<file path="src/rtl/bdc_pkg.sv">
package bdc_pkg;

    // Configuration register indexes.
    localparam logic [1:0] CFG_DEBOUNCE_TIME = 2'd0;
    localparam logic [1:0] CFG_ACTIVE_LOW    = 2'd1;
    localparam logic [1:0] CFG_CLICK_WINDOW  = 2'd2;

    localparam int CFG_INDEX_W = 2;
    localparam int CFG_DATA_W  = 16;
    localparam int CD_W        = 18;

    // Reset values of the configuration registers.
    localparam logic [15:0] DEBOUNCE_TIME_RST = 16'd50;
    localparam logic        ACTIVE_LOW_RST    = 1'b0;
    localparam logic [15:0] CLICK_WINDOW_RST  = 16'd1000;

    // One input item: a timestamped sample of the button level.
    typedef struct packed {
        logic        level;
        logic [31:0] now_ms;
    } bdc_in_t;

    // One result item.
    typedef struct packed {
        logic settled;
        logic value;
        logic pressed;
        logic released;
        logic clicked;
    } bdc_out_t;

    // Configuration seen by the update logic.
    typedef struct packed {
        logic [15:0] debounce_time;
        logic        active_low;
        logic [15:0] click_window;
    } bdc_cfg_t;

    // Debouncer and edge detector state carried from item to item.
    typedef struct packed {
        logic                   prev_sample;
        logic signed [CD_W-1:0] countdown;
        logic [31:0]            prev_time;
        logic                   settled_flag;
        logic                   prev_settled_level;
        logic                   press_done;
        logic                   release_done;
        logic                   click_done;
        logic [31:0]            press_start;
    } bdc_state_t;

endpackage

</file>
<file path="src/rtl/bdc_step.sv">
module bdc_step (
    input  bdc_pkg::bdc_cfg_t   cfg,
    input  bdc_pkg::bdc_state_t state,
    input  bdc_pkg::bdc_in_t    item,
    output bdc_pkg::bdc_state_t state_next,
    output bdc_pkg::bdc_out_t   result
);
    import bdc_pkg::*;

    logic        act;
    logic        inact;
    logic [31:0] elapsed;
    logic [31:0] press_dur;
    logic [31:0] cd_wide;

    assign act       = ~cfg.active_low;
    assign inact     = cfg.active_low;
    assign elapsed   = item.now_ms - state.prev_time;
    assign press_dur = item.now_ms - state.press_start;
    assign cd_wide   = {{(32 - CD_W + 1){1'b0}}, state.countdown[CD_W-2:0]};

    always_comb
    begin
        state_next = state;
        result     = '0;

        // Countdown update: a stable level runs the countdown down, a change reloads it.
        if (item.level == state.prev_sample)
        begin
            if (!state.countdown[CD_W-1])
            begin
                if (elapsed > cd_wide)
                begin
                    state_next.countdown = '1;
                end
                else
                begin
                    state_next.countdown = state.countdown - $signed(elapsed[CD_W-1:0]);
                end
            end
            state_next.settled_flag = state_next.countdown[CD_W-1];
        end
        else
        begin
            state_next.settled_flag = 1'b0;
            state_next.countdown    = $signed({{(CD_W - 16){1'b0}}, cfg.debounce_time});
        end
        state_next.prev_sample = item.level;
        state_next.prev_time   = item.now_ms;

        // Edge detection on the settled level.
        if (state_next.settled_flag)
        begin
            if (state.prev_settled_level == inact && item.level == act && !state.press_done)
            begin
                result.pressed         = 1'b1;
                state_next.press_done  = 1'b1;
                state_next.press_start = item.now_ms;
            end
            else if (state.prev_settled_level == act && item.level == inact
                     && !state.release_done)
            begin
                result.released         = 1'b1;
                state_next.release_done = 1'b1;
                if (press_dur < {16'd0, cfg.click_window} && !state.click_done)
                begin
                    result.clicked        = 1'b1;
                    state_next.click_done = 1'b1;
                end
            end
            else
            begin
                state_next.press_done   = 1'b0;
                state_next.release_done = 1'b0;
                state_next.click_done   = 1'b0;
            end
            state_next.prev_settled_level = item.level;
        end

        result.settled = state_next.settled_flag;
        result.value   = item.level;
    end

endmodule

</file>
<file path="src/rtl/button_debounce_click_detect.sv">
// Channel  Direction  Handshake              Payload
// in       input      in_valid / in_ready    in_data   (bdc_in_t: level, now_ms)
// out      output     out_valid / out_ready  out_data  (bdc_out_t: five flags)
// cfg      input      cfg_valid / cfg_ready  cfg_index, cfg_data
//
// One item per cycle while out_ready stays high. An accepted item sits in the
// input register until the output register is free or being taken; then its result
// is loaded into the output register and out_valid rises. The state update is one
// short pass of logic. When out_ready is low, the output register holds and the
// input register fills; in_ready then drops until the result is taken.
// Reset clears the state and both valid flags and loads the configuration reset values.
module button_debounce_click_detect (
    input  logic                                   clk,
    input  logic                                   rst_n,
    input  logic                                   in_valid,
    output logic                                   in_ready,
    input  bdc_pkg::bdc_in_t                       in_data,
    output logic                                   out_valid,
    input  logic                                   out_ready,
    output bdc_pkg::bdc_out_t                      out_data,
    input  logic                                   cfg_valid,
    output logic                                   cfg_ready,
    input  logic [bdc_pkg::CFG_INDEX_W-1:0]        cfg_index,
    input  logic [bdc_pkg::CFG_DATA_W-1:0]         cfg_data
);
    import bdc_pkg::*;

    bdc_cfg_t   cfg_reg;
    bdc_state_t state_reg;
    bdc_state_t state_next;
    bdc_in_t    in_item_reg;
    logic       in_valid_reg;
    bdc_out_t   out_item_reg;
    logic       out_valid_reg;
    bdc_out_t   result;
    logic       advance;

    // The input register moves on when the output register is free or being taken.
    assign advance   = in_valid_reg && (!out_valid_reg || out_ready);
    assign in_ready  = !in_valid_reg || advance;
    assign out_valid = out_valid_reg;
    assign out_data  = out_item_reg;
    assign cfg_ready = 1'b1;

    bdc_step u_step (
        .cfg        (cfg_reg),
        .state      (state_reg),
        .item       (in_item_reg),
        .state_next (state_next),
        .result     (result)
    );

    // Configuration registers.
    always_ff @(posedge clk or negedge rst_n)
    begin
        if (!rst_n)
        begin
            cfg_reg.debounce_time <= DEBOUNCE_TIME_RST;
            cfg_reg.active_low    <= ACTIVE_LOW_RST;
            cfg_reg.click_window  <= CLICK_WINDOW_RST;
        end
        else if (cfg_valid)
        begin
            case (cfg_index)
                CFG_DEBOUNCE_TIME: cfg_reg.debounce_time <= cfg_data;
                CFG_ACTIVE_LOW:    cfg_reg.active_low    <= cfg_data[0];
                CFG_CLICK_WINDOW:  cfg_reg.click_window  <= cfg_data;
                default:           ;
            endcase
        end
    end

    // Input register.
    always_ff @(posedge clk or negedge rst_n)
    begin
        if (!rst_n)
        begin
            in_valid_reg <= 1'b0;
        end
        else if (in_ready)
        begin
            in_valid_reg <= in_valid;
        end
    end

    always_ff @(posedge clk)
    begin
        if (in_valid && in_ready)
        begin
            in_item_reg <= in_data;
        end
    end

    // State and output register update once per item.
    always_ff @(posedge clk or negedge rst_n)
    begin
        if (!rst_n)
        begin
            state_reg     <= '0;
            out_valid_reg <= 1'b0;
        end
        else
        begin
            if (advance)
            begin
                state_reg     <= state_next;
                out_valid_reg <= 1'b1;
            end
            else if (out_ready)
            begin
                out_valid_reg <= 1'b0;
            end
        end
    end

    always_ff @(posedge clk)
    begin
        if (advance)
        begin
            out_item_reg <= result;
        end
    end

endmodule

</file>
<file path="config.mk">
export PLATFORM = sky130hd
export DESIGN_NAME = button_debounce_click_detect
export DESIGN_NICKNAME = d
export VERILOG_FILES = /design/src/rtl/bdc_pkg.sv /design/src/rtl/bdc_step.sv /design/src/rtl/button_debounce_click_detect.sv
export SDC_FILE = /design/constraint.sdc
export NUM_CORES = 1
export LEC_CHECK = 0
export ABC_AREA = 1
export BUFFER_PORTS_ARGS = -buffer_cell sky130_fd_sc_hd__buf_2
export CORE_ASPECT_RATIO = 0.75
export CORE_MARGIN = 2
export CORE_UTILIZATION = 40
export CTS_CLUSTER_SIZE = 30
export DETAILED_ROUTE_END_ITERATION = 8
export SLEW_MARGIN = 10
export SYNTH_ARGS = -nofsm -noshare
export SYNTH_HDL_FRONTEND = slang
export SYNTH_SLANG_ARGS = --single-unit
</file>
<file path="constraint.sdc">
create_clock -name clk -period 4.9 [get_ports clk]
set_input_delay 0.735 -clock clk [delete_from_list [all_inputs] [get_ports clk]]
set_output_delay 0.735 -clock clk [all_outputs]
set_load 0.01 [all_outputs]
</file>
==> key figures, run 1 <==
Status
  – Status: complete, no violations

Yosys
  – Fraction of registers with async set/reset: 0.763
  – Avg Synthesized Cell Area: 6.79 sq um
  – Prevailing post-synth register cell: dfrtp_1
  – Syn_nets: 2068
  – Seq/Total Area, Yosys: 0.326
  – Synth area leaders: dfrtp_1, nand2_1, inv_1
  – YS warnings: 0
  – Post-Syn Instances: 1898
  – Top cell type's share of synthesized area: 0.219
  – Post-synth top area cell: dfrtp_1
  – Netlist cell types: 47
  – Cell Area, Synth: 12900 sq um
  – Number of flops mapped to enable cells by yosys: 38
  – Flops & latches, synth: 160

Power
  – Lkg Pwr: 7.89 nW
  – Worst vdd ir: 224 uV
  – Design Power: 8.76 mW
  – Cell Pwr Density: 615 nW/um^2

Clocking
  – CTS H-tree lvls: 4
  – Clock slew at reported path FFs: 0.07 ns
  – Max Buffers Root-to-Sink: 2
  – Skew-Pair Late Insertion Delay: 0.44 ns
  – # resized after CTS: 0
  – CTS root buf: clkbuf_16
  – Clock sinks: 160
  – CTS tree: done
  – TritonCTS Buffers: 17

Timing
  – Hold WS: 0.406 ns
  – Slew HR: 0.299
  – Unrepaired setup endpoints after global routing: false
  – Worst slew pin tran: 1.05 ns
  – Final setup TNS: 0 ns
  – Worst setup margin: 0.581 ns
  – Peak Freq: 232 MHz
  – Final Hold Fails: 0
  – Final min period: 4.32 ns
  – Slew Limit Fails: 0
  – Clock skew: 0.0159 ns
  – Final critical-path share of the clock period: 0.881
  – Endpoints failing setup: 0

Worst hold path
  – Hold Path Class: in -> async

Final layout
  – NumNets Final: 2139
  – Final core occ: 0.452
  – Commonest cells after routing, fill and taps aside: nand2_1, inv_1, nor2_1, dfrtp_1, ha_1
  – Fin cells: 2389
  – # fillers: 3303
  – Final instance area: 14300 sq um
  – Layout cell share with drive strength beyond 1: 0.0969
  – Area delta synth->final: 10.6%
  – Number of flip-flops in the largest register: 87
  – Commonest non-fill, non-tap cell in the layout: nand2_1

Setup path
  – Worst Path Arrival: 4.64 ns
  – Reg2reg end: state_reg[22]
  – Slowest stage cell on the critical path: fa_1
  – Crit start category: flop
  – R2r setup slk: 0.58 ns
  – CP Launch Point: in_item_reg[0]
  – R2R cell count: 28
  – CP required: 5.22 ns
  – Critical Path Most Common Cell: nand2_1
  – Critical path peak fanout: 29
  – Worst path max stage delay: 0.44 ns
  – Crit path kind: reg -> reg
  – Critical R2R Launch: in_item_reg[0]
  – CP endpoint kind: flop

Route
  – Avg WL per Cell: 15.8 microns
  – Iteration-0 DRC Markers: 989
  – Vias after detailed routing: 11800
  – Post-DRT Antenna Nets: 0
  – Post-route DRC: 0
  – First drt pass iteration count: 8
  – Vias per cell: 4.92
  – DRT Wirelength: 37800 microns

Placement
  – Inst Count DP: 2349
  – Port bufs: 62
  – Gpl congestion: 0.958
  – DP Worst Slack: 0.426 ns
  – Hpwl dp: 31200 microns
  – Post-DP Area: 13600 sq um

Global route
  – Initial antenna violation count: 0
  – Number of global-route vias before repair: 10700
  – First-pass GRT wire length: 59200 microns
  – Pin count of the biggest net entering global routing: 72
  – Remaining Overflow, GRT: 0
  – GRT Util Overall: 0.228

Run
  – Max-cap violation count: 0

Die
  – Die width: 211 microns
  – Die Y-Extent: 159 microns
  – Full die area: 33700 sq um
  – # IOs: 64
  – Core Box Area: 31500 sq um
  – Initial Util: 0.409
  – # rows: 56
## Yosys cell counts, drive strengths merged (3+ instances only)
library cell and instances:
dfstp 9, xor2 35, dfrtp 113, ha 111
clkbuf 17, edfxtp 38, a22oi 9, a21o 4
nand4 27, nor2 125, nand3b 8, o21bai 5
a21oi 78, fa 3, buf 9, o21ai 128
nor3 20, nand3 87, nor4 3, o211ai 10
inv 413, xnor2 7, nand2 624
## power breakdown
| part | leakage (nW) | internal (mW) | switching, mW |
|---|---|---|---|
| Combinational | 5.77 | 1.93 | 3.53 |
| Clock | 0.272 | 0.662 | 0.624 |
| Sequential | 1.85 | 1.74 | 0.278 |
## logic make-up after synthesis
| kind of cell | count (synthesis) | synth area share |
|---|---|---|
| compound gates | 242 | 0.109 |
| other cells | 1 | 0.000291 |
| xor+xnor | 42 | 0.0285 |
| flops | 160 | 0.326 |
| fa+ha+maj | 114 | 0.112 |
| buf+inv | 440 | 0.134 |
| simple gates | 899 | 0.290 |
## timing repair
action,in CTS,in global routing
setup buffers,0,7
setup endpoints to repair,0,2
hold buffers,0,0
## cell type report
| class | instances | area (sq um) | area share |
|---|---|---|---|
| antenna | 1 | 2.50 | 0.000176 |
| clock buffer | 17 | 425 | 0.0298 |
| clock inverter | 15 | 124 | 0.00869 |
| inverter | 414 | 1550 | 0.109 |
| multi-input combinational | 1298 | 6980 | 0.490 |
| sequential | 160 | 4210 | 0.295 |
| tap | 406 | 508 | 0.0356 |
| timing repair buffer | 78 | 458 | 0.0321 |
## per-layer routing
layer / GRT usage / vias up / wire length [microns]
li1: - / 6048 / -
met1: 0.371 / 5415 / 20700
met2: 0.318 / 278 / 15000
met3: 0.0335 / 15 / 1920
met4: 0.0336 / 0 / 225
met5: 0 / - / 0
## worst max-delay path: cells and delay by family, from the launching register on
family,cells,cell delay (ns)
adder cells (fa/ha/maj),3,0.99
XOR/XNOR,1,0.20
buffers and inverters,3,0.52
flip-flops,1,0.36
AO/OA/AOI/OAI,1,0.06
AND/OR/NAND/NOR,20,2.03
## how the worst max path moves through the flow
stage	endpoint	slack, ns	cells past startpoint
global route	state_reg[26]	0.18	28
finish	state_reg[22]	0.58	28
floorplan	state_reg[13]	1.29	29
detailed placement	state_reg[22]	0.43	28
global placement	state_reg[25]	0.56	28
CTS	state_reg[22]	0.41	28
No activity file was read; power rests on OpenSTA's default activity.
==> run 2, diff against run 1 <==
Settings changed: ABC_AREA 1 to 0, GPL_TIMING_DRIVEN set to 0, SYNTH_HIERARCHICAL set to 1.
==> key figures, run 2 <==
Route
  – Met2 WL: 13400 microns
  – First drt pass iteration count: 5
  – Post-route DRC: 0
  – Top layer in use: met4
  – Post-DRT Antenna Nets: 0
  – Routed wl met3: 1320 microns
  – Iteration-0 DRC Markers: 604
  – Vias after detailed routing: 9646
  – DRT Wirelength: 31300 microns
  – Met1 WL: 16300 microns
  – Vias per cell: 5.32
  – Avg WL per Cell: 17.2 microns

Power
  – Internal power: 4.66 mW
  – P_sw: 3.60 mW
  – Reg power frac: 0.239
  – Combinational power share: 0.601
  – Cell Pwr Density: 566 nW/um^2
  – Worst vdd ir: 295 uV
  – Sw frac: 0.436
  – Clock Power Share: 0.160
  – Lkg Pwr: 6.72 nW

Setup path
  – Critical path peak fanout: 5
  – Reg2reg end: state_reg[27]
  – Critical Path Most Common Cell: a21oi_2
  – Worst setup path end: state_reg[27]
  – Worst path max stage delay: 0.41 ns
  – WP depth: 26
  – Slowest stage cell on the critical path: edfxtp_1
  – R2r setup slk: -0.30 ns
  – Crit path kind: reg -> reg
  – R2R cell count: 26
  – CP Launch Point: in_item_reg[0]
  – Crit start category: flop
  – CP top delay family: compound AO/OA/AOI/OAI gates
  – Critical R2R Launch: in_item_reg[0]
  – Worst path bufs/invs: 5
  – Worst Path Arrival: 5.54 ns
  – CP required: 5.23 ns
  – CP endpoint kind: flop

Timing
  – Peak Freq: 192 MHz
  – Unrepaired setup endpoints after global routing: true
  – Final critical-path share of the clock period: 1.06
  – Worst slew pin tran: 0.778 ns
  – Clock skew: 0.0149 ns
  – Worst setup margin: -0.303 ns
  – Final Hold Fails: 0
  – Slew HR: 0.474
  – Endpoints failing setup: 58
  – Final setup TNS: -12.22 ns
  – Slew Limit Fails: 0
  – Final min period: 5.20 ns

Worst hold path
  – Hold Path Class: in -> async

Final layout
  – NumNets Final: 1572
  – Number of flip-flops in the largest register: 87
  – Sequential cell area: 4210 sq um
  – # fillers: 2816
  – Final core occ: 0.481
  – Commonest non-fill, non-tap cell in the layout: inv_1
  – Layout cell share with drive strength beyond 1: 0.303
  – Area occupied by multi-input gates: 7570 sq um
  – Antenna diodes: 0
  – Area delta synth->final: 17.4%
  – Commonest cells after routing, fill and taps aside: inv_1, mux2_2, dfrtp_1, ha_1, a21oi_1

Clocking
  – CTS root buf: clkbuf_16
  – CTS H-tree lvls: 4
  – CTS tree: done
  – Max Buffers Root-to-Sink: 2
  – Skew-Pair Late Insertion Delay: 0.44 ns
  – TritonCTS Buffers: 17
  – Clock sinks: 160
  – Clock slew at reported path FFs: 0.08 ns
  – Hold_buf cts: 0

Yosys
  – Avg Synthesized Cell Area: 9.64 sq um
  – Post-Syn Instances: 1289
  – Cell Area, Synth: 12400 sq um
  – Syn_nets: 1459
  – YS warnings: 6

Global route
  – First-pass GRT wire length: 50100 microns
  – Remaining Overflow, GRT: 0
  – Number of global-route vias before repair: 9208
  – Initial antenna violation count: 1
  – Pin count of the biggest net entering global routing: 85
  – GRT Util Overall: 0.196

Die
  – Initial Util: 0.410
  – # IOs: 64
  – Die Y-Extent: 157 microns
  – Die width: 208 microns
  – # rows: 55
  – Core Box Area: 30300 sq um
  – Full die area: 32500 sq um

Status
  – Status: finished with violations
  – Failing checks: negative setup slack

Placement
  – Gpl congestion: 0.866
  – Hpwl dp: 23600 microns
  – Port bufs: 62

Run
  – Max-cap violation count: 0
-- run 2: cell count changes in the layout (fill, tap and decap cells not counted), moves of 24 or more --
cell / previous run / this run
nand2_1: 592 / 89
inv_1: 405 / 138
mux2_2: 0 / 123
nand3_1: 85 / 15
nor2_1: 124 / 54
o21ai_0: 94 / 44
buf_4: 15 / 56
nand2_2: 31 / 1
mux2_4: 0 / 29
a21o_1: 4 / 30
xnor2_1: 7 / 31
-- run 2: power groups by stage --
stage / clock network (mW) / registers (mW) / logic (mW)
6_report: 1.32 / 1.98 / 4.96
3_5_place_dp: 0 / 2.00 / 4.47
2_1_floorplan: 0 / 1.92 / 3.52
4_1_cts: 1.36 / 1.97 / 4.80
3_3_place_gp: 0 / 1.98 / 4.40
5_1_grt: 1.41 / 2.03 / 5.48
-- run 2: worst min-delay path by stage --
stage	from	to	slack (ns)
after detailed placement	state_reg[54]	state_reg[54]	0.49
final	rst_n	state_reg[78]	0.20
after floorplan	rst_n	cfg_reg[0]	0.44
after global placement	state_reg[44]	state_reg[44]	0.49
after CTS	rst_n	state_reg[78]	0.20
after global routing	rst_n	state_reg[78]	0.22
-- run 2: stage by stage --
stage	area, sq um	hold slack [ns]	setup WS (ns)	power (mW)	std cells
floorplan	12500	0.439	0.00232	5.44	1289
global placement	13300	0.488	-0.867	6.38	1750
detailed placement	13300	0.493	-1.00	6.46	1752
CTS	14400	0.205	-0.395	8.14	1808
global route	14600	0.218	-0.460	8.92	1814
finish	14600	0.201	-0.303	8.26	1814
-- run 2: routing by layer --
layer | vias to the layer above | track usage
met5 | - | 0
met3 | 11 | 0.0299
met4 | 0 | 0.0415
met2 | 194 | 0.299
li1 | 4767 | -
met1 | 4674 | 0.291
-- run 2: area by class of cell --
type	count	share of cell area
buffer	74	0.0341
multi-input combinational	911	0.519
clock inverter	14	0.00789
inverter	142	0.0365
sequential	160	0.288
clock buffer	18	0.0309
timing repair buffer	96	0.0491
tap	399	0.0342
-- run 2: timing repair --
action / CTS / global route
setup buffers: 24 / 7
cloned: 2 / 0
setup endpoints to repair: 58 / 58
endpoints found under the hold margin: 0 / 0
gates resized for setup: 74 / 30
pin swaps: 28 / 13
==> run 3, diff against run 2 <==
Settings changed: CORE_ASPECT_RATIO 0.75 to 0.5.
==> key figures, run 3 (synthesis gave the netlist of run 2 again) <==
Final layout
  – Commonest non-fill, non-tap cell in the layout: inv_1
  – Commonest cells after routing, fill and taps aside: inv_1, mux2_2, dfrtp_1, ha_1, a21oi_1
  – Fin cells: 1841
  – Area delta synth->final: 17.5%
  – Final core occ: 0.479
  – Area occupied by multi-input gates: 7560 sq um
  – Layout cell share with drive strength beyond 1: 0.298
  – Antenna diodes: 0
  – # fillers: 2852
  – NumNets Final: 1575
  – Final instance area: 14600 sq um
  – Number of flip-flops in the largest register: 87
  – Sequential cell area: 4210 sq um

Global route
  – GRT Util Overall: 0.204
  – First-pass GRT wire length: 51300 microns
  – Pin count of the biggest net entering global routing: 70
  – Initial antenna violation count: 0
  – Remaining Overflow, GRT: 0
  – Number of global-route vias before repair: 9623

Timing
  – Slew HR: 0.323
  – Final min period: 5.33 ns
  – Final setup TNS: -18.57 ns
  – Endpoints failing setup: 57
  – Clock skew: 0.0106 ns
  – Final critical-path share of the clock period: 1.09
  – Unrepaired setup endpoints after global routing: true
  – Slew Limit Fails: 0
  – Final Hold Fails: 0
  – Worst setup margin: -0.429 ns
  – Worst slew pin tran: 1.01 ns
  – Peak Freq: 188 MHz
  – Hold WS: 0.239 ns

Setup path
  – CP top delay family: compound AO/OA/AOI/OAI gates
  – R2r setup slk: -0.43 ns
  – Worst path bufs/invs: 4
  – Crit path kind: reg -> reg
  – Crit start category: flop
  – CP endpoint kind: flop
  – Critical path peak fanout: 5
  – Worst Path Arrival: 5.67 ns
  – Critical Path Most Common Cell: a21oi_2
  – CP required: 5.24 ns
  – Worst path max stage delay: 0.42 ns
  – Slowest stage cell on the critical path: edfxtp_1

Power
  – Lkg Pwr: 6.75 nW
  – Cell Pwr Density: 568 nW/um^2
  – Worst vdd ir: 312 uV
  – Design Power: 8.29 mW

Status
  – Status: finished with violations
  – Failing checks: negative setup slack

Clocking
  – Clock sinks: 160
  – TritonCTS Buffers: 17
  – Clock slew at reported path FFs: 0.07 ns
  – CTS H-tree lvls: 4
  – Skew-Pair Late Insertion Delay: 0.46 ns
  – CTS root buf: clkbuf_16
  – Max Buffers Root-to-Sink: 2
  – CTS tree: done

Die
  – # IOs: 64
  – Initial Util: 0.408
  – Die Y-Extent: 129 microns
  – Full die area: 32600 sq um
  – Core Box Area: 30500 sq um
  – Die width: 253 microns
  – # rows: 45

Placement
  – Post-DP Area: 13400 sq um
  – Inst Count DP: 1776
  – DP Worst Slack: -1.24 ns
  – Hpwl dp: 24500 microns
  – Port bufs: 62
  – Gpl congestion: 0.893

Route
  – Post-DRT Antenna Nets: 0
  – Vias per cell: 5.34
  – Post-route DRC: 0
  – DRT Wirelength: 32300 microns
  – First drt pass iteration count: 5
  – Iteration-0 DRC Markers: 833
  – Avg WL per Cell: 17.5 microns
  – Vias after detailed routing: 9838

Run
  – Max-cap violation count: 0

Worst hold path
  – Hold Path Class: in -> async
## run 3: cell count changes in the layout (fill, tap and decap cells not counted), sizes merged
| cell | change |
|---|---|
| buf | +3 |
| clkbuf | +5 |
| clkinvlp | +1 |
| inv | -6 |
## run 3: repair_timing
item | 4_1_cts | 5_1_grt
setup buffers | 25 | 11
hold buffers | 0 | 0
hold endpoints to repair | 0 | 0
setup endpoints to repair | 58 | 58
resized for setup | 76 | 31
pin swaps | 35 | 22
gates cloned | 3 | 0
## run 3: worst paths after layout
path / startpoint / endpoint / depth (start not counted)
worst max-delay path: in_item_reg[0] / state_reg[28] / 25
worst min-delay path: rst_n / state_reg[18] / 1
worst max register to register: in_item_reg[0] / state_reg[28] / 25
worst min register to register: state_reg[55] / state_reg[55] / 1
max in group asynchronous: rst_n / cfg_reg[5] / 2
min in group clk: in_data[15] / in_item_reg[15] / 1
## run 3: per-layer routing
metal,GRT usage,wire [microns]
met4,0.0477,356
met3,0.0417,1100
met5,0,0
met2,0.321,14400
met1,0.290,16500
## run 3: layout make-up
cell class                 count  share of cell area
buffer                        74              0.0350
sequential                   160               0.288
clock buffer                  23              0.0321
timing repair buffer          99              0.0502
clock inverter                 9             0.00386
inverter                     142              0.0365
multi-input combinational    911               0.518
tap                          423              0.0362
## run 3: where the power goes
group	switching (mW)	internal, mW	total [mW]	leakage, nW
Clock	0.579	0.677	1.26	0.262
Sequential	0.256	1.72	1.98	1.81
Combinational	2.77	2.28	5.06	4.68
Total	3.61	4.68	8.29	6.75
